### src/hdl/lpws_pkg.sv
// ----------------------------------------------------------------------------
// lpws_pkg: shared types and constants of the LED pulse width serializer
// Field widths, register indexes, the configuration bundle, the queue entry
// and the tick clamp function.
// ----------------------------------------------------------------------------
package lpws_pkg;

    // Field widths
    localparam int COLOUR_W   = 16;
    localparam int TICK_W     = 16;
    localparam int BRIGHT_W   = 8;
    localparam int PROD_W     = COLOUR_W + BRIGHT_W;
    localparam int WORD_BITS  = 16;
    localparam int IDX_W      = $clog2(WORD_BITS);

    // Configuration port
    localparam int CFG_IDX_W  = 3;
    localparam int CFG_DATA_W = 16;

    localparam logic [CFG_IDX_W-1:0] REG_ONE_HIGH  = 3'd0;
    localparam logic [CFG_IDX_W-1:0] REG_ONE_LOW   = 3'd1;
    localparam logic [CFG_IDX_W-1:0] REG_ZERO_HIGH = 3'd2;
    localparam logic [CFG_IDX_W-1:0] REG_ZERO_LOW  = 3'd3;
    localparam logic [CFG_IDX_W-1:0] REG_LATCH_GAP = 3'd4;
    localparam logic [CFG_IDX_W-1:0] REG_BRIGHT    = 3'd5;

    // Reset values of the registers
    localparam logic [TICK_W-1:0]   RST_ONE_HIGH  = 16'd24;
    localparam logic [TICK_W-1:0]   RST_ONE_LOW   = 16'd20;
    localparam logic [TICK_W-1:0]   RST_ZERO_HIGH = 16'd11;
    localparam logic [TICK_W-1:0]   RST_ZERO_LOW  = 16'd28;
    localparam logic [TICK_W-1:0]   RST_LATCH_GAP = 16'd28000;
    localparam logic [BRIGHT_W-1:0] RST_BRIGHT    = 8'd255;

    // Queue between front and back
    localparam int QUEUE_DEPTH = 2;
    localparam int QPTR_W      = $clog2(QUEUE_DEPTH);
    localparam int QCNT_W      = $clog2(QUEUE_DEPTH + 1);

    typedef struct packed {
        logic [TICK_W-1:0]   one_high;
        logic [TICK_W-1:0]   one_low;
        logic [TICK_W-1:0]   zero_high;
        logic [TICK_W-1:0]   zero_low;
        logic [TICK_W-1:0]   latch_gap;
        logic [BRIGHT_W-1:0] brightness;
    } lpws_cfg_t;

    typedef struct packed {
        logic                 eof;
        logic [WORD_BITS-1:0] word;
    } lpws_entry_t;

    // A zero tick count is used as one tick
    function automatic logic [TICK_W-1:0] at_least_one(input logic [TICK_W-1:0] t);
        at_least_one = (t == '0) ? TICK_W'(1) : t;
    endfunction

endpackage

### src/hdl/lpws_front.sv
// ----------------------------------------------------------------------------
// lpws_front: input stage
// Accepts colour words, applies the brightness scale and registers the
// result for the queue.
// ----------------------------------------------------------------------------
module lpws_front
(
    input  logic                          clk,
    input  logic                          rst_n,
    input  logic                          s_tvalid,
    output logic                          s_tready,
    input  logic [lpws_pkg::COLOUR_W-1:0] s_tdata,
    input  logic                          s_tlast,
    input  logic [lpws_pkg::BRIGHT_W-1:0] brightness,
    input  logic                          q_ready,
    output logic                          q_push,
    output lpws_pkg::lpws_entry_t         q_entry
);

    logic                          valid_reg;
    lpws_pkg::lpws_entry_t         entry_reg;
    logic [lpws_pkg::PROD_W-1:0]   prod;
    logic [lpws_pkg::COLOUR_W-1:0] scaled;

    // Brightness scale, zero means pass through
    assign prod   = lpws_pkg::PROD_W'(s_tdata) * lpws_pkg::PROD_W'(brightness);
    assign scaled = (brightness == '0) ? s_tdata
                                       : prod[lpws_pkg::PROD_W-1:lpws_pkg::BRIGHT_W];

    assign s_tready = !valid_reg || q_ready;
    assign q_push   = valid_reg;
    assign q_entry  = entry_reg;

    // Stage valid
    always_ff @(posedge clk or negedge rst_n)
    begin
        if (!rst_n)
        begin
            valid_reg <= 1'b0;
        end
        else if (s_tready)
        begin
            valid_reg <= s_tvalid;
        end
    end

    // Stage payload
    always_ff @(posedge clk)
    begin
        if (s_tready && s_tvalid)
        begin
            entry_reg.word <= scaled[lpws_pkg::WORD_BITS-1:0];
            entry_reg.eof  <= s_tlast;
        end
    end

endmodule

### src/hdl/lpws_queue.sv
// ----------------------------------------------------------------------------
// lpws_queue: short word queue
// Holds scaled words between the front and the serializer.
// ----------------------------------------------------------------------------
module lpws_queue
(
    input  logic                  clk,
    input  logic                  rst_n,
    input  logic                  push,
    output logic                  in_ready,
    input  lpws_pkg::lpws_entry_t push_entry,
    output logic                  out_valid,
    input  logic                  pop,
    output lpws_pkg::lpws_entry_t pop_entry
);

    lpws_pkg::lpws_entry_t             entries_reg [lpws_pkg::QUEUE_DEPTH];
    logic [lpws_pkg::QPTR_W-1:0]       wr_ptr_reg;
    logic [lpws_pkg::QPTR_W-1:0]       rd_ptr_reg;
    logic [lpws_pkg::QCNT_W-1:0]       count_reg;
    logic [lpws_pkg::QCNT_W-1:0]       count_next;
    logic                              do_push;
    logic                              do_pop;

    assign in_ready  = (count_reg != lpws_pkg::QCNT_W'(lpws_pkg::QUEUE_DEPTH));
    assign out_valid = (count_reg != '0);
    assign do_push   = push && in_ready;
    assign do_pop    = pop && out_valid;
    assign pop_entry = entries_reg[rd_ptr_reg];

    // Occupancy
    always_comb
    begin
        count_next = count_reg;
        if (do_push && !do_pop)
        begin
            count_next = count_reg + 1'b1;
        end
        else if (do_pop && !do_push)
        begin
            count_next = count_reg - 1'b1;
        end
    end

    // Pointers and count
    always_ff @(posedge clk or negedge rst_n)
    begin
        if (!rst_n)
        begin
            wr_ptr_reg <= '0;
            rd_ptr_reg <= '0;
            count_reg  <= '0;
        end
        else
        begin
            count_reg <= count_next;
            if (do_push)
            begin
                wr_ptr_reg <= wr_ptr_reg + 1'b1;
            end
            if (do_pop)
            begin
                rd_ptr_reg <= rd_ptr_reg + 1'b1;
            end
        end
    end

    // Storage
    always_ff @(posedge clk)
    begin
        if (do_push)
        begin
            entries_reg[wr_ptr_reg] <= push_entry;
        end
    end

endmodule

### src/hdl/lpws_back.sv
// ----------------------------------------------------------------------------
// lpws_back: segment serializer
// Walks the word MSB first, one line segment per cycle unless the output
// stalls, into an output register; appends the latch gap at a frame's end.
// ----------------------------------------------------------------------------
module lpws_back
(
    input  logic                        clk,
    input  logic                        rst_n,
    input  lpws_pkg::lpws_cfg_t         cfg,
    input  logic                        q_valid,
    input  lpws_pkg::lpws_entry_t       q_entry,
    output logic                        q_pop,
    output logic                        m_tvalid,
    input  logic                        m_tready,
    output logic [lpws_pkg::TICK_W-1:0] m_tdata,
    output logic                        m_tuser,
    output logic                        m_tlast
);

    localparam logic [1:0] PH_HIGH = 2'd0;
    localparam logic [1:0] PH_LOW  = 2'd1;
    localparam logic [1:0] PH_GAP  = 2'd2;

    logic                           busy_reg;
    logic                           busy_next;
    logic [1:0]                     phase_reg;
    logic [1:0]                     phase_next;
    logic [lpws_pkg::IDX_W-1:0]     idx_reg;
    logic [lpws_pkg::IDX_W-1:0]     idx_next;
    logic [lpws_pkg::WORD_BITS-1:0] word_reg;
    logic                           eof_reg;
    logic                           out_valid_reg;
    logic [lpws_pkg::TICK_W-1:0]    out_ticks_reg;
    logic                           out_level_reg;
    logic                           out_last_reg;

    logic                           adv;
    logic                           load;
    logic                           cur_bit;
    logic                           seg_level;
    logic [lpws_pkg::TICK_W-1:0]    seg_ticks;
    logic                           seg_last;
    logic                           seg_done;

    assign adv     = busy_reg && (!out_valid_reg || m_tready);
    assign cur_bit = word_reg[idx_reg];

    // Segment decode
    always_comb
    begin
        seg_level  = 1'b0;
        seg_ticks  = lpws_pkg::at_least_one(cfg.latch_gap);
        seg_last   = 1'b0;
        seg_done   = 1'b0;
        phase_next = phase_reg;
        idx_next   = idx_reg;
        unique case (phase_reg)
            PH_HIGH:
            begin
                seg_level  = 1'b1;
                seg_ticks  = lpws_pkg::at_least_one(cur_bit ? cfg.one_high : cfg.zero_high);
                phase_next = PH_LOW;
            end
            PH_LOW:
            begin
                seg_ticks = lpws_pkg::at_least_one(cur_bit ? cfg.one_low : cfg.zero_low);
                if (idx_reg == '0)
                begin
                    if (eof_reg)
                    begin
                        phase_next = PH_GAP;
                    end
                    else
                    begin
                        seg_last = 1'b1;
                        seg_done = 1'b1;
                    end
                end
                else
                begin
                    idx_next   = idx_reg - 1'b1;
                    phase_next = PH_HIGH;
                end
            end
            PH_GAP:
            begin
                seg_last = 1'b1;
                seg_done = 1'b1;
            end
            default:
            begin
                seg_last = 1'b1;
                seg_done = 1'b1;
            end
        endcase
    end

    // Next word from the queue once the current one is finished
    assign load  = q_valid && (!busy_reg || (adv && seg_done));
    assign q_pop = load;

    always_comb
    begin
        busy_next = busy_reg;
        if (load)
        begin
            busy_next = 1'b1;
        end
        else if (adv && seg_done)
        begin
            busy_next = 1'b0;
        end
    end

    // Control state
    always_ff @(posedge clk or negedge rst_n)
    begin
        if (!rst_n)
        begin
            busy_reg      <= 1'b0;
            phase_reg     <= PH_HIGH;
            out_valid_reg <= 1'b0;
        end
        else
        begin
            busy_reg <= busy_next;
            if (load)
            begin
                phase_reg <= PH_HIGH;
            end
            else if (adv)
            begin
                phase_reg <= phase_next;
            end
            if (adv)
            begin
                out_valid_reg <= 1'b1;
            end
            else if (m_tready)
            begin
                out_valid_reg <= 1'b0;
            end
        end
    end

    // Word, bit index and output payload
    always_ff @(posedge clk)
    begin
        if (load)
        begin
            word_reg <= q_entry.word;
            eof_reg  <= q_entry.eof;
            idx_reg  <= lpws_pkg::IDX_W'(lpws_pkg::WORD_BITS - 1);
        end
        else if (adv)
        begin
            idx_reg <= idx_next;
        end
        if (adv)
        begin
            out_ticks_reg <= seg_ticks;
            out_level_reg <= seg_level;
            out_last_reg  <= seg_last;
        end
    end

    assign m_tvalid = out_valid_reg;
    assign m_tdata  = out_ticks_reg;
    assign m_tuser  = out_level_reg;
    assign m_tlast  = out_last_reg;

endmodule

### src/hdl/led_pulse_width_serializer_unit.sv
// ----------------------------------------------------------------------------
// led_pulse_width_serializer_unit: one-wire LED pulse segment encoder
// Turns 16-bit colour words into high/low line segments with tick counts.
// ----------------------------------------------------------------------------
// Each accepted colour word is scaled by brightness/256 (brightness 0 leaves
// it as is) and sent MSB first: every bit becomes a high segment and a low
// segment, and a word marked with tlast adds a low latch gap segment. The
// serializer issues one segment per cycle from its output register unless
// the output stalls; a word gives 32 segments, or 33 when it ends a frame.
// The first segment of a word passes the input stage register, the queue
// write, the serializer load and the output register. A two-entry queue sits
// between the input stage and the serializer, so new words are taken while
// segments are still going out. Timing registers written as zero act as one
// tick. Register writes are meant for idle periods only.
// ----------------------------------------------------------------------------
module led_pulse_width_serializer_unit
(
    input  logic                            clk,
    input  logic                            rst_n,
    // Input words
    input  logic                            s_tvalid,
    output logic                            s_tready,
    input  logic [15:0]                     s_tdata,   // [15:0] colour_word
    input  logic                            s_tlast,   // end_of_frame
    // Output segments
    output logic                            m_tvalid,
    input  logic                            m_tready,
    output logic [15:0]                     m_tdata,   // [15:0] segment_ticks
    output logic                            m_tuser,   // [0] line_level
    output logic                            m_tlast,   // last_segment
    // Register writes
    input  logic                            cfg_we,
    input  logic [lpws_pkg::CFG_IDX_W-1:0]  cfg_index,
    input  logic [lpws_pkg::CFG_DATA_W-1:0] cfg_wdata
);

    lpws_pkg::lpws_cfg_t   cfg_reg;
    logic                  q_ready;
    logic                  q_push;
    lpws_pkg::lpws_entry_t q_in;
    logic                  q_valid;
    logic                  q_pop;
    lpws_pkg::lpws_entry_t q_out;

    // Configuration registers
    always_ff @(posedge clk or negedge rst_n)
    begin
        if (!rst_n)
        begin
            cfg_reg.one_high   <= lpws_pkg::RST_ONE_HIGH;
            cfg_reg.one_low    <= lpws_pkg::RST_ONE_LOW;
            cfg_reg.zero_high  <= lpws_pkg::RST_ZERO_HIGH;
            cfg_reg.zero_low   <= lpws_pkg::RST_ZERO_LOW;
            cfg_reg.latch_gap  <= lpws_pkg::RST_LATCH_GAP;
            cfg_reg.brightness <= lpws_pkg::RST_BRIGHT;
        end
        else if (cfg_we)
        begin
            unique case (cfg_index)
                lpws_pkg::REG_ONE_HIGH:  cfg_reg.one_high   <= cfg_wdata;
                lpws_pkg::REG_ONE_LOW:   cfg_reg.one_low    <= cfg_wdata;
                lpws_pkg::REG_ZERO_HIGH: cfg_reg.zero_high  <= cfg_wdata;
                lpws_pkg::REG_ZERO_LOW:  cfg_reg.zero_low   <= cfg_wdata;
                lpws_pkg::REG_LATCH_GAP: cfg_reg.latch_gap  <= cfg_wdata;
                lpws_pkg::REG_BRIGHT:
                    cfg_reg.brightness <= cfg_wdata[lpws_pkg::BRIGHT_W-1:0];
                default: ;
            endcase
        end
    end

    lpws_front u_front
    (
        .clk        (clk),
        .rst_n      (rst_n),
        .s_tvalid   (s_tvalid),
        .s_tready   (s_tready),
        .s_tdata    (s_tdata),
        .s_tlast    (s_tlast),
        .brightness (cfg_reg.brightness),
        .q_ready    (q_ready),
        .q_push     (q_push),
        .q_entry    (q_in)
    );

    lpws_queue u_queue
    (
        .clk        (clk),
        .rst_n      (rst_n),
        .push       (q_push),
        .in_ready   (q_ready),
        .push_entry (q_in),
        .out_valid  (q_valid),
        .pop        (q_pop),
        .pop_entry  (q_out)
    );

    lpws_back u_back
    (
        .clk      (clk),
        .rst_n    (rst_n),
        .cfg      (cfg_reg),
        .q_valid  (q_valid),
        .q_entry  (q_out),
        .q_pop    (q_pop),
        .m_tvalid (m_tvalid),
        .m_tready (m_tready),
        .m_tdata  (m_tdata),
        .m_tuser  (m_tuser),
        .m_tlast  (m_tlast)
    );

endmodule

### config.mk
export PLATFORM = sky130hd
export DESIGN_NAME = led_pulse_width_serializer_unit
export DESIGN_NICKNAME = d
export VERILOG_FILES = /design/src/hdl/lpws_pkg.sv /design/src/hdl/lpws_front.sv /design/src/hdl/lpws_queue.sv /design/src/hdl/lpws_back.sv /design/src/hdl/led_pulse_width_serializer_unit.sv
export SDC_FILE = /design/constraint.sdc
export NUM_CORES = 1
export LEC_CHECK = 0
export ABC_AREA = 1
export BUFFER_PORTS_ARGS = -buffer_cell sky130_fd_sc_hd__buf_2
export CAP_MARGIN = 20
export CORE_ASPECT_RATIO = 0.6
export CORE_MARGIN = 2
export CORE_UTILIZATION = 54
export DETAILED_ROUTE_END_ITERATION = 8
export GPL_TIMING_DRIVEN = 0
export PLACE_DENSITY = 0.74
export SLEW_MARGIN = 20
export SYNTH_ARGS = -nofsm -noshare
export SYNTH_HDL_FRONTEND = slang
export SYNTH_HIERARCHICAL = 1
export SYNTH_SLANG_ARGS = --single-unit
### constraint.sdc
create_clock -name clk -period 4.4 [get_ports clk]
set_clock_uncertainty 0.1 [all_clocks]
set_input_delay 0.44 -clock clk [delete_from_list [all_inputs] [get_ports clk]]
set_output_delay 0.44 -clock clk [all_outputs]
set_load 0.05 [all_outputs]
**Word level (Yosys, flattened, before mapping)**

Memory sizes are Yosys's and may differ from the RTL's. A register that Yosys moved wholly into a read port is not among the register bits.
Cells that the tools add are included.

- Bits of input ports: 41
- Bits in writable memories: 34
- Logic and storage cells: 99
- Bits in registers: 136
- Output and inout port bits: 20
- Memories: 1

- Eq/ne operators: 8
- Multipliers: 1
- Add/subtract/negate cells: 5
- $lt $le $gt $ge: 1
- Muxes and demuxes: 26
- Reduce and logical (&&, ||, !) cells: 37
- Bitwise operators: 1

Memories:

| memory | words | bits a word | rd ports | clocked after memory_dff | wr ports | line | source |
|---|---|---|---|---|---|---|---|
| u_queue.entries_reg | 2 | 17 | 1 | 1 | 1 | lpws_queue.sv:17 | `lpws_pkg::lpws_entry_t entries_reg [lpws_pkg::QUEUE_DEPTH];` |

Operators with widths:

| cell | number |
|---|---|
| 16-bit 2-to-1 mux | 6 |
| 16-bit logical NOT | 3 |
| 16-bit one-hot mux with 2 select lines | 1 |
| 16-bit by 8-bit multiplier with 24-bit output | 1 |
| 2-bit 2-to-1 mux | 6 |
| 2-bit AND reduction | 6 |
| 1-bit 2-to-1 mux | 10 |
| 2-bit nonzero test | 5 |
| 1-bit logical AND | 8 |
| 8-bit logical NOT | 1 |
| 3-bit by 2-bit equality test with 1-bit output, second input constant | 2 |
| 3-bit equality test, second input constant | 2 |
| 3-bit AND reduction | 2 |
| 1-bit logical NOT | 5 |
| 4-bit by 5-bit < comparator with 1-bit output, second input constant | 1 |
| 1-bit binary-select mux with 4-bit select | 1 |
| 4-bit logical NOT | 1 |
| 4-bit by 3-bit inequality test with 1-bit output, second input constant | 1 |
| 2-bit one-hot mux with 2 select lines | 1 |
| 4-bit by 1-bit subtractor with 4-bit output, second input constant | 1 |
| 3-bit by 1-bit equality test with 1-bit output, second input constant | 1 |
| 3-bit logical NOT | 1 |
| 1-bit logical OR | 3 |
| 3-bit nonzero test | 1 |
| other kinds (8) | 9 |

**Longest topological paths before layout**

Gate-level depths: netlist of run 1.

- Depth after elaboration: 10
- Mapped depth: 24
- Gate-level depth less buffers: 22

**Modules after synthesis**

Netlist of run 1, hierarchy kept.

By module, submodules not included:

| module | cells each | sequential area each (sq um) | instances | area an instance (sq um) |
|---|---|---|---|---|
| lpws_front | 735 | 535.5 | 1 | 5242.5 |
| led_pulse_width_serializer_unit | 391 | 2233.4 | 1 | 3520.9 |
| lpws_back | 341 | 1231.2 | 1 | 2573.7 |
| lpws_queue | 117 | 1121.1 | 1 | 1520.2 |

**Worst setup path before layout of run 1**

No wires, ideal clock.

- Kind: reg2reg
- From: register, netlist name cfg_reg[2]
- To: register u_front.entry_reg, in the netlist u_front/q_entry[13], data pin
- Setup time: 0.253 ns
- Cell stages (with the launch flop): 19
- Setup slack: -0.309 ns
- Data required time: 4.047 ns
- Buffers on the path: 2
- Clock period less this slack: 4.709 ns
- Data arrival time: 4.356 ns
- Path through: dfstp_2 -> clkbuf_1 -> clkbuf_1 -> nand2_1 -> fa_1 -> fa_1 -> inv_1 -> fa_1 -> inv_1 -> fa_1 -> inv_1 -> ha_1 -> nand2_1 -> nor4_1 -> nand3_1 -> nand3_1 -> nand2_1 -> nand3_1 -> nand2_1

- Word-level cells in the longest chain between the ends: 2
- Elaborated cells between the ends (all ways): 3
- Classes of those cells: 1 x mul; 1 x mux; 1 x reduce/logical

Ends and longest elaborated chain:

| element | line | source |
|---|---|---|
| 16-bit by 8-bit multiplier with 24-bit output or 8-bit logical NOT (tied branches) | lpws_front.sv:26, lpws_front.sv:27 |  |
| 16-bit 2-to-1 mux * | lpws_front.sv:27 | `assign scaled = (brightness == '0) ? s_tdata` |
| via u_front.scaled, one bit | lpws_front.sv:23 | `logic [lpws_pkg::COLOUR_W-1:0] scaled;` |
| end: declaration | lpws_front.sv:21 | `lpws_pkg::lpws_entry_t entry_reg;` |

Mark *: on every way through the listed nets, which the timed path passes. The rest lies on a longest branch.
A chain may end at the register's enable or synchronous reset.

**Worst setup path after layout of run 1**

- From: register, netlist name cfg_reg[2]
- To: register u_front.entry_reg, in the netlist u_front/q_entry[8], data pin

- Word-level cells in the longest chain between the ends: 2
- Elaborated cells between the ends (all ways): 3
- Classes of those cells: 1 x mul; 1 x mux; 1 x reduce/logical

Ends and longest elaborated chain:

| element | line |
|---|---|
| 16-bit by 8-bit multiplier with 24-bit output or 8-bit logical NOT (tied branches) | lpws_front.sv:26, lpws_front.sv:27 |
| 16-bit 2-to-1 mux * | lpws_front.sv:27 |
| via u_front.scaled, one bit | lpws_front.sv:23 |

Marked as above.

==> results.yml, run 1 <==
global_routing:
  grt_pass1_vias: 10290
  grt_max_degree: 79
  grt.total_usage_pct: 29.84
  grt_pass1_wl_um: 56260
  gr-total-overflow: 0
  antenna_found_initial: 0
yosys:
  synth_common_cells: "620 x nand2_1, 236 x inv_1, 147 x nand3_1"
  synth_top_area_cell: "edfxtp_1"
  ys_seq_area_share_pct: 39.83
  netlist_instances: 1584
  synth_nets: 1752
  synth_top_area_share_pct: 20.09
  synth-main-ff-cell: "edfxtp_1"
  synth_area_leaders: "edfxtp_1 20%, nand2_1 18%, dfrtp_1 14%"
  syn-cell-area_um2: 12860
  ys_ff_latch: 187
  yosys_warnings: 6
  synth_area_per_cell_um2: 8.117
  synth.most_common_cell: "nand2_1"
  ys_async_sr_fraction_pct: 51.87
  synth-edff-count: 86
  synth.distinct_cells: 53
timing:
  report.final.slew_viol_count: 0
  grt_setup_unrepaired: "true"
  fmax_ghz: 0.2131
  setup_ws_ns: -0.2916
  slew_headroom_pct: 37.09
  finalSetupViolations: 16
  timing.hold.ws_ns: 0.07468
  fin_crit_ns: 4.692
  worstMarginPinSlew_ns: 0.9426
  finalHoldViolCount: 0
  post-route-period-util_pct: 106.6
clock_network:
  cts.sinks: 187
  cts_tree: "built"
  clock-root-buffer: "clkbuf_16"
  clockBufferDepth: 2
  clk_pin_slew_worst_paths_ns: 0.08
  cts_buffers: 17
  clk_latency_ns: 0.44
  cts-htree-levels: 4
outcome:
  status: "finished, violations left"
  violations: "negative setup slack"
finish:
  final_cells: 2015
  fin_area_um2: 15330
  drive_above_1_share_pct: 22.00
  nets: 1855
  antenna_cells: 0
  area_growth_pct: 19.24
  final_core_util_pct: 65.96
  largest_reg_flops: 88
route:
  vias_per_cell: 5.530
  routed_wl_um: 37660
  postRouteAntennaNets: 0
  drc: 0
  vias: 11140
  drt_iter0_markers: 1042
  routedWlPerCell_um: 18.69
  dr.pass1.iters: 5
floorplanning:
  rows: 43
  ios: 61
  die_h_um: 123.5
  die-area_um2: 25100
  coreArea_um2: 23240
  die_x_um: 203.2
  start_util_pct: 55.32
placed_design:
  hpwlAfterDp_um: 26360
  portBuffers: 44
  dpl.cell_count: 1946
  place_congestion: 0.9871
  placed_area_um2: 13570
min_path:
  hold_path.class: "primary input to register"
worst_setup_path:
  worstPathCellList: "clkbuf_16 > clkbuf_16 > nand2_1 > fa_1 > fa_1 > inv_1 > fa_1 > fa_1 > ha_4 > nand4_1 > o21bai_4 > nand3_1 > nand2_1 > nand2_1 > nand3_1 > nand2_2"
  crit_slowest_cell: "dfstp_2"
  path_class: "register to register"
  worstPathRequired_ns: 4.48
  critPathMaxFanout: 5
  crit_path_start_kind: "register"
  endpoint_kind: "register"
  cp.arrival_ns: 4.78
  max_stage_delay_ns: 0.56
  critical_path.most_common_cell: "fa_1"
job:
  drv_cap: 0
## metal layers
layer | vias up | track usage (%) | part of all wire [%]
met5 | - | 0 | 0
met4 | 0 | 7.345 | 1.9
met3 | 67 | 11.52 | 14
met2 | 676 | 41.25 | 41
met1 | 5323 | 43.79 | 43
li1 | 5076 | - | -
## area by class of cell
| class | count | area [µm²] |
|---|---|---|
| clock buffer | 18 | 429.2 |
| tap | 315 | 394.1 |
| buffer | 62 | 475.5 |
| inverter | 247 | 943.4 |
| timing repair buffer | 91 | 669.4 |
| multi-input combinational | 1081 | 7122 |
| fill | 1864 | 7911 |
| sequential | 187 | 5121 |
| clock inverter | 14 | 176.4 |
## critical path, delay by kind of cell (launching register included)
kind / cells / cell delay [ns]
fa+ha+maj: 5 / 2.38
simple gates: 7 / 0.81
buf+inv: 3 / 0.34
flops: 1 / 0.56
compound gates: 1 / 0.23
## path summary, 6_finish.rpt
kind | startpoint | end | slack [ns] | cells after the start
max in group asynchronous | rst_n | cfg_reg[1]$_DFFE_PN1P_ | 3.18 | 3
max reg2reg | cfg_reg[2]$_DFFE_PN1P_ | u_front/q_entry[8]$_DFFE_PP_ | -0.29 | 16
min in group asynchronous | rst_n | u_queue/count_reg[1]$_DFFE_PN0P_ | 0.30 | 2
max | cfg_reg[2]$_DFFE_PN1P_ | u_front/q_entry[8]$_DFFE_PP_ | -0.29 | 16
min reg2reg | u_front/q_entry[1]$_DFFE_PP_ | u_queue/entries_reg[1][1]$_DFFE_PP_ | 0.34 | 0
min | s_tlast | u_front/q_entry[16]$_DFFE_PP_ | 0.07 | 1
## through the flow
step	worst slack, ns	setup TNS, ns
4_1_cts	-0.08405	-0.3923
3_3_place_gp	-0.6416	-7.068
5_1_grt	-0.3767	-4.176
3_5_place_dp	-0.6473	-7.634
2_1_floorplan	0.0008957	0
6_report	-0.2916	-2.254
## kinds of logic (layout without fill, tap and decap cells)
family / count (synthesis) / after routing / synth area share [%]
compound gates: 55 / 55 / 2.452
buf+inv: 316 / 432 / 10.41
flops: 187 / 187 / 39.83
fa+ha+maj: 127 / 127 / 17.21
simple gates: 890 / 890 / 29.43
xor+xnor: 9 / 9 / 0.6715
## cell usage in the layout (no fill, tap or decap), types with 8 or more instances in the layout
cell type,instances
ha_1,31
nand3_2,8
buf_6,19
nand2_1,585
nor2_2,8
o21ai_1,9
nand3_1,141
nand4_1,8
inv_2,26
nor2_4,14
buf_4,40
dfstp_2,25
ha_4,13
nand2_2,44
nor2_1,41
inv_1,215
clkbuf_16,21
a21oi_1,8
a21oi_4,9
clkbuf_1,17
nand2_4,17
fa_1,76
edfxtp_1,86
dfrtp_1,72
buf_2,64
## timing repair
| item | in CTS | in global routing |
|---|---|---|
| pin swaps | 54 | 25 |
| endpoints found under the hold margin | 19 | 0 |
| setup buffers | 28 | 14 |
| resized for setup | 121 | 73 |
| endpoints found under the setup margin | 16 | 16 |
| cloned | 1 | 1 |
| hold buffers | 1 | 0 |
Power of run 1 is left out: the tool's default activity adds up to more than one toggle a clock period on the data nets, which glitch-free logic cannot reach.
==> run 2, diff against run 1 <==
--- a/config.mk
+++ b/config.mk
@@ -6,14 +6,15 @@
 export NUM_CORES = 1
 export LEC_CHECK = 0
 export ABC_AREA = 1
-export BUFFER_PORTS_ARGS = -buffer_cell sky130_fd_sc_hd__buf_2
 export CAP_MARGIN = 20
 export CORE_ASPECT_RATIO = 0.6
 export CORE_MARGIN = 2
 export CORE_UTILIZATION = 54
 export DETAILED_ROUTE_END_ITERATION = 8
+export DONT_BUFFER_PORTS = 1
 export GPL_TIMING_DRIVEN = 0
-export PLACE_DENSITY = 0.74
+export PLACE_DENSITY = 0.72
+export REMOVE_ABC_BUFFERS = 1
 export SLEW_MARGIN = 20
 export SYNTH_ARGS = -nofsm -noshare
 export SYNTH_HDL_FRONTEND = slang
==> run 2 against run 1 <==
The flow still finishes with violations (negative setup slack); critical endpoint is now u_front/q_entry[9]$_DFFE_PP_; first-iteration DRC count is 14% higher; register-to-register slack better by 0.03 ns; core utilization is 1.0 points lower; global-route usage is 1.2 points lower; worst hold slack worse by 0.068 ns; die area stayed put; sequential share of layout area is 0.67 points higher.
==> results.yml, run 2 (synthesis gave the netlist of run 1 again) <==
job:
  drv_cap: 0
clock_network:
  cts-htree-levels: 4
  clk_latency_ns: 0.44
  cts.sinks: 187
  clk_pin_slew_worst_paths_ns: 0.08
  clock-root-buffer: "clkbuf_16"
  cts_tree: "built"
  cts_buffers: 17
  clockBufferDepth: 2
global_routing:
  grt_max_degree: 98
  gr-total-overflow: 0
  grt.total_usage_pct: 28.60
  grt_pass1_vias: 10290
  grt_pass1_wl_um: 55020
  antenna_found_initial: 0
route:
  routed_wl_um: 37000
  routedWlPerCell_um: 19.09
  postRouteAntennaNets: 0
  drt_iter0_markers: 1189
  vias: 10920
  vias_per_cell: 5.632
  drc: 0
  dr.pass1.iters: 8
finish:
  final_cells: 1938
  final.fill_count: 1835
  regArea_um2: 5144
  antenna_cells: 0
  final_core_util_pct: 64.95
  nets: 1778
  drive_above_1_share_pct: 19.47
  final_cell_mix: "587 x nand2_1, 211 x inv_1, 141 x nand3_1, 86 x edfxtp_1, 77 x fa_1"
  largest_reg_flops: 88
  area_growth_pct: 17.41
  multi_input_area_um2: 7144
  layout_commonest_cell: "nand2_1"
floorplanning:
  die-area_um2: 25100
  die_x_um: 203.2
  rows: 43
  ios: 61
  die_h_um: 123.5
  coreArea_um2: 23240
  start_util_pct: 55.32
outcome:
  violations: "negative setup slack"
  status: "finished, violations left"
timing:
  finalHoldViolCount: 0
  setup_ws_ns: -0.2639
  slew_headroom_pct: 37.96
  grt_setup_unrepaired: "true"
  fmax_ghz: 0.2144
  report.final.slew_viol_count: 0
  fin_crit_ns: 4.664
  finalSetupViolations: 12
  worstMarginPinSlew_ns: 0.9297
  timing.hold.ws_ns: 0.006574
  post-route-period-util_pct: 106.0
worst_setup_path:
  endpoint_kind: "register"
  max_stage_delay_ns: 0.56
  worstPathCellList: "buf_8 > buf_4 > buf_6 > nand2_1 > inv_1 > fa_2 > fa_1 > inv_1 > fa_1 > inv_1 > fa_1 > ha_4 > a21oi_4 > nor2_4 > nor2_4 > nand2_2 > nand3_1 > nand2_1 > or2_1 > nand3_1 > nand2_1"
  r2r-start: "cfg_reg[3]$_DFFE_PN1P_"
  crit_path_start_kind: "register"
  crit_slowest_cell: "fa_1"
  cp.arrival_ns: 4.75
  r2r_cells: 21
  worstPathRequired_ns: 4.49
  path_class: "register to register"
  timing.reg2reg.setup_slack_ns: -0.26
  critPathMaxFanout: 5
  rr_endpoint: "u_front/q_entry[9]$_DFFE_PP_"
min_path:
  hold_start: "cfg_wdata[7]"
  hold_path.class: "primary input to register"
  min_to: "cfg_reg[7]$_DFFE_PN1P_"
  holdPathStages: 2
placed_design:
  portBuffers: 0
  hpwlAfterDp_um: 22310
  place_congestion: 0.9154
  dpl.cell_count: 1836
pwr:
  cellLeakagePower_nw: 7.861
  vdd_drop_max_uv: 556.0
  power.density_nw_per_um2: 894.1
run 2: changes by cell type in the layout (fill, tap and decap cells not counted), sizes merged:
cell,previous run,this run
dlygate4sd3,1,10
bufinv,1,0
buf,127,66
inv,251,252
clkinv,7,10
clkbuf,43,17
clkinvlp,2,0
run 2: how the worst max path moves through the flow:
stage                           start  cells past startpoint                       endpoint
2_1_floorplan  cfg_reg[2]$_DFFE_PN1P_                     16  u_front/q_entry[13]$_DFFE_PP_
3_3_place_gp   cfg_reg[2]$_DFFE_PN1P_                     16  u_front/q_entry[13]$_DFFE_PP_
3_5_place_dp   cfg_reg[2]$_DFFE_PN1P_                     16  u_front/q_entry[13]$_DFFE_PP_
4_1_cts        cfg_reg[4]$_DFFE_PN1P_                     21   u_front/q_entry[9]$_DFFE_PP_
5_1_grt        cfg_reg[7]$_DFFE_PN1P_                     18   u_front/q_entry[5]$_DFFE_PP_
6_report       cfg_reg[3]$_DFFE_PN1P_                     21   u_front/q_entry[9]$_DFFE_PP_
run 2: repair_timing:
item,CTS,global route
buffers inserted,44,16
hold endpoints to repair,109,0
gates resized for setup,106,113
hold buffers,11,0
setup endpoints to repair,16,16
pin swaps,39,58
run 2: per-layer routing:
layer / GRT usage [%] / up-vias / wire (µm)
met4: 5.794 / 0 / 865
met5: 0 / - / 0
met2: 41.70 / 633 / 15800
met3: 10.12 / 77 / 4801
met1: 41.29 / 5274 / 15530
li1: - / 4931 / -
run 2: report_power, final:
group | leakage, nW | internal, W | switching [W]
logic | 5.54 | 0.00327 | 0.00530
clock network | 0.302 | 0.000785 | 0.000800
registers | 2.02 | 0.00267 | 0.000670
run 2: area by class of cell:
type	count	share of cell area [%]
Timing Repair Buffer	76	5.620
Inverter	247	6.216
Tap cell	315	2.611
Multi-Input combinational cell	1081	47.33
Clock inverter	15	1.334
Sequential cell	187	34.07
Clock buffer	17	2.818
run 2: per-stage QoR:
stage | power, W | instance area [µm²] | setup WS (ns) | TNS, ns
floorplan | 0.007206 | 12450 | 0.07568 | 0
global placement | 0.008609 | 12850 | -0.4827 | -3.838
detailed placement | 0.008764 | 12960 | -0.5052 | -4.474
CTS | 0.01178 | 14510 | -0.1192 | -0.4764
global route | 0.01428 | 15100 | -0.3843 | -3.786
finish | 0.01350 | 15100 | -0.2639 | -1.901
run 2: worst max-delay path, delay by kind of cell (launching register included):
family	cells	cell delay [ns]
buffers and inverters	6	0.56
adder cells (fa/ha/maj)	5	2.14
AO/OA/AOI/OAI	1	0.19
flip-flops	1	0.51
AND/OR/NAND/NOR	9	0.90
No activity file was read; power rests on OpenSTA's default activity.
==> run 3, diff against run 2 <==
--- a/config.mk
+++ b/config.mk
@@ -13,7 +13,9 @@
 export DETAILED_ROUTE_END_ITERATION = 8
 export DONT_BUFFER_PORTS = 1
 export GPL_TIMING_DRIVEN = 0
+export MAX_ROUTING_LAYER = met4
 export PLACE_DENSITY = 0.72
+export RECOVER_POWER = 100
 export REMOVE_ABC_BUFFERS = 1
 export SLEW_MARGIN = 20
 export SYNTH_ARGS = -nofsm -noshare
==> run 3 against run 2 <==
The flow finishes with violations (max-capacitance violations, max-slew violations, negative setup slack); core utilization fell by 0.73 points; sequential cell count did not move; sequential share of layout area rose by 0.39 points; worst hold slack improved by 0.0055 ns; clock power rose by 5%; die area did not move; final area fell by 1.1%; combinational power fell by 4.4%.
==> results.yml, run 3 (synthesis gave the netlist of run 1 again) <==
timing:
  fmax_ghz: 0.2175
  worstMarginPinSlew_ns: 2.513
  finalHoldViolCount: 0
  setup_ws_ns: -0.1972
  post-route-period-util_pct: 104.5
  fin_setup_tns_ns: -1.612
  fin_crit_ns: 4.597
  grt_setup_unrepaired: "true"
  report.final.slew_viol_count: 98
  slew_headroom_pct: -67.50
  finalSetupViolations: 13
clock_network:
  cts.sinks: 187
  clockBufferDepth: 2
  clk_pin_slew_worst_paths_ns: 0.07
  clock-root-buffer: "clkbuf_16"
  cts_tree: "built"
  clk_latency_ns: 0.44
  cts_buffers: 17
  cts-htree-levels: 4
placed_design:
  dpl.cell_count: 1837
  hpwlAfterDp_um: 22230
  place_congestion: 0.9267
  portBuffers: 0
floorplanning:
  die_x_um: 203.2
  rows: 43
  coreArea_um2: 23240
  start_util_pct: 55.32
  die_h_um: 123.5
  die-area_um2: 25100
  ios: 61
worst_setup_path:
  critPathMaxFanout: 7
  cp.arrival_ns: 4.74
  endpoint_kind: "register"
  crit_path_start_kind: "register"
  worstPathRequired_ns: 4.55
  r2r_cells: 13
  path_class: "register to register"
pwr:
  power.density_nw_per_um2: 883.5
  vdd_drop_max_uv: 603.8
  cellLeakagePower_nw: 7.793
  finalPower_w: 0.01319
route:
  vias: 10690
  drc: 0
  postRouteAntennaNets: 0
  dr.pass1.iters: 6
  vias_per_cell: 5.510
  routedWlPerCell_um: 18.42
  routed_wl_um: 35730
  drt_iter0_markers: 1222
finish:
  nets: 1778
  final.fill_count: 1862
  final_cells: 1940
  drive_above_1_share_pct: 17.81
  largest_reg_flops: 88
  final_core_util_pct: 64.22
  area_growth_pct: 16.09
  layout_commonest_cell: "nand2_1"
  final_cell_mix: "587 x nand2_1, 213 x inv_1, 142 x nand3_1, 86 x edfxtp_1, 76 x fa_1"
global_routing:
  antenna_found_initial: 2
  gr-total-overflow: 0
  grt_pass1_wl_um: 55070
  grt_max_degree: 98
  grt.total_usage_pct: 29.77
  grt_pass1_vias: 10010
job:
  drv_cap: 1
outcome:
  status: "finished, violations left"
  violations: "max-capacitance violations, max-slew violations, negative setup slack"
min_path:
  holdPathStages: 2
  hold_path.class: "primary input to register"
-- run 3: cell count changes in the layout (fill, tap and decap cells not counted), sizes merged --
cell | previous run | this run
buf | 66 | 52
clkbuf | 17 | 24
dlygate4sd3 | 10 | 17
clkinv | 10 | 7
diode | 0 | 2
bufinv | 0 | 1
clkinvlp | 0 | 1
inv | 252 | 253
-- run 3: layout make-up --
cell class	count	area, µm²	area share, %
Tap cell	315	394.1	2.641
Sequential cell	187	5144	34.46
Timing Repair Buffer	76	772.0	5.172
Antenna cell	2	5.005	0.03353
Clock inverter	15	227.7	1.526
Clock buffer	17	425.4	2.850
Multi-Input combinational cell	1081	7025	47.07
Inverter	247	932.1	6.245
-- run 3: timing repair --
action / CTS / global route
resized for setup: 114 / 97
setup endpoints to repair: 16 / 16
setup buffers: 38 / 13
endpoints found under the hold margin: 128 / 0
hold buffers: 18 / 0
pin swaps: 28 / 46
-- run 3: per-layer routing --
metal / routed length, µm / track usage [%]
met1: 15480 / 43.40
met2: 15160 / 41.42
met3: 4430 / 7.775
met4: 654 / 7.117
met5: 0 / -
-- run 3: worst max-delay path, stage by stage (launching register included) --
cell	delay, ns
dfstp_4	0.68
buf_8	0.16
nand2_4	0.05
fa_1	0.47
fa_1	0.54
inv_1	0.05
fa_1	0.47
fa_1	0.53
ha_4	0.34
nand4_1	0.20
nor3_2	0.28
a21oi_1	0.11
or2_1	0.21
a31oi_1	0.21
-- run 3: stage by stage --
stage          hold WS [ns]  instance area, µm²  setup slack (ns)
2_1_floorplan       0.04441               12450           0.07568
3_3_place_gp        0.04645               12850           -0.4940
3_5_place_dp        0.04707               12990           -0.5393
4_1_cts           0.0004653               14660          -0.08286
5_1_grt            0.006538               14930           -0.3070
6_report            0.01210               14930           -0.1972
-- run 3: power by group --
| group | switching, W | internal [W] |
|---|---|---|
| sequential | 0.000658 | 0.00268 |
| combinational | 0.00503 | 0.00316 |
| clock | 0.000816 | 0.000849 |
-- run 3: path summary, 6_finish.rpt --
path | startpoint | endpoint | slack, ns
setup / recovery | cfg_reg[3]$_DFFE_PN1P_ | u_front/q_entry[4]$_DFFE_PP_ | -0.20
hold / removal | cfg_wdata[0] | cfg_reg[24]$_DFFE_PN0P_ | 0.01
setup reg to reg | cfg_reg[3]$_DFFE_PN1P_ | u_front/q_entry[4]$_DFFE_PP_ | -0.20
hold reg to reg | u_front/q_entry[1]$_DFFE_PP_ | u_queue/entries_reg[1][1]$_DFFE_PP_ | 0.33
max in group asynchronous | rst_n | cfg_reg[24]$_DFFE_PN0P_ | 1.50
min in group asynchronous | rst_n | u_queue/count_reg[1]$_DFFE_PN0P_ | 1.19
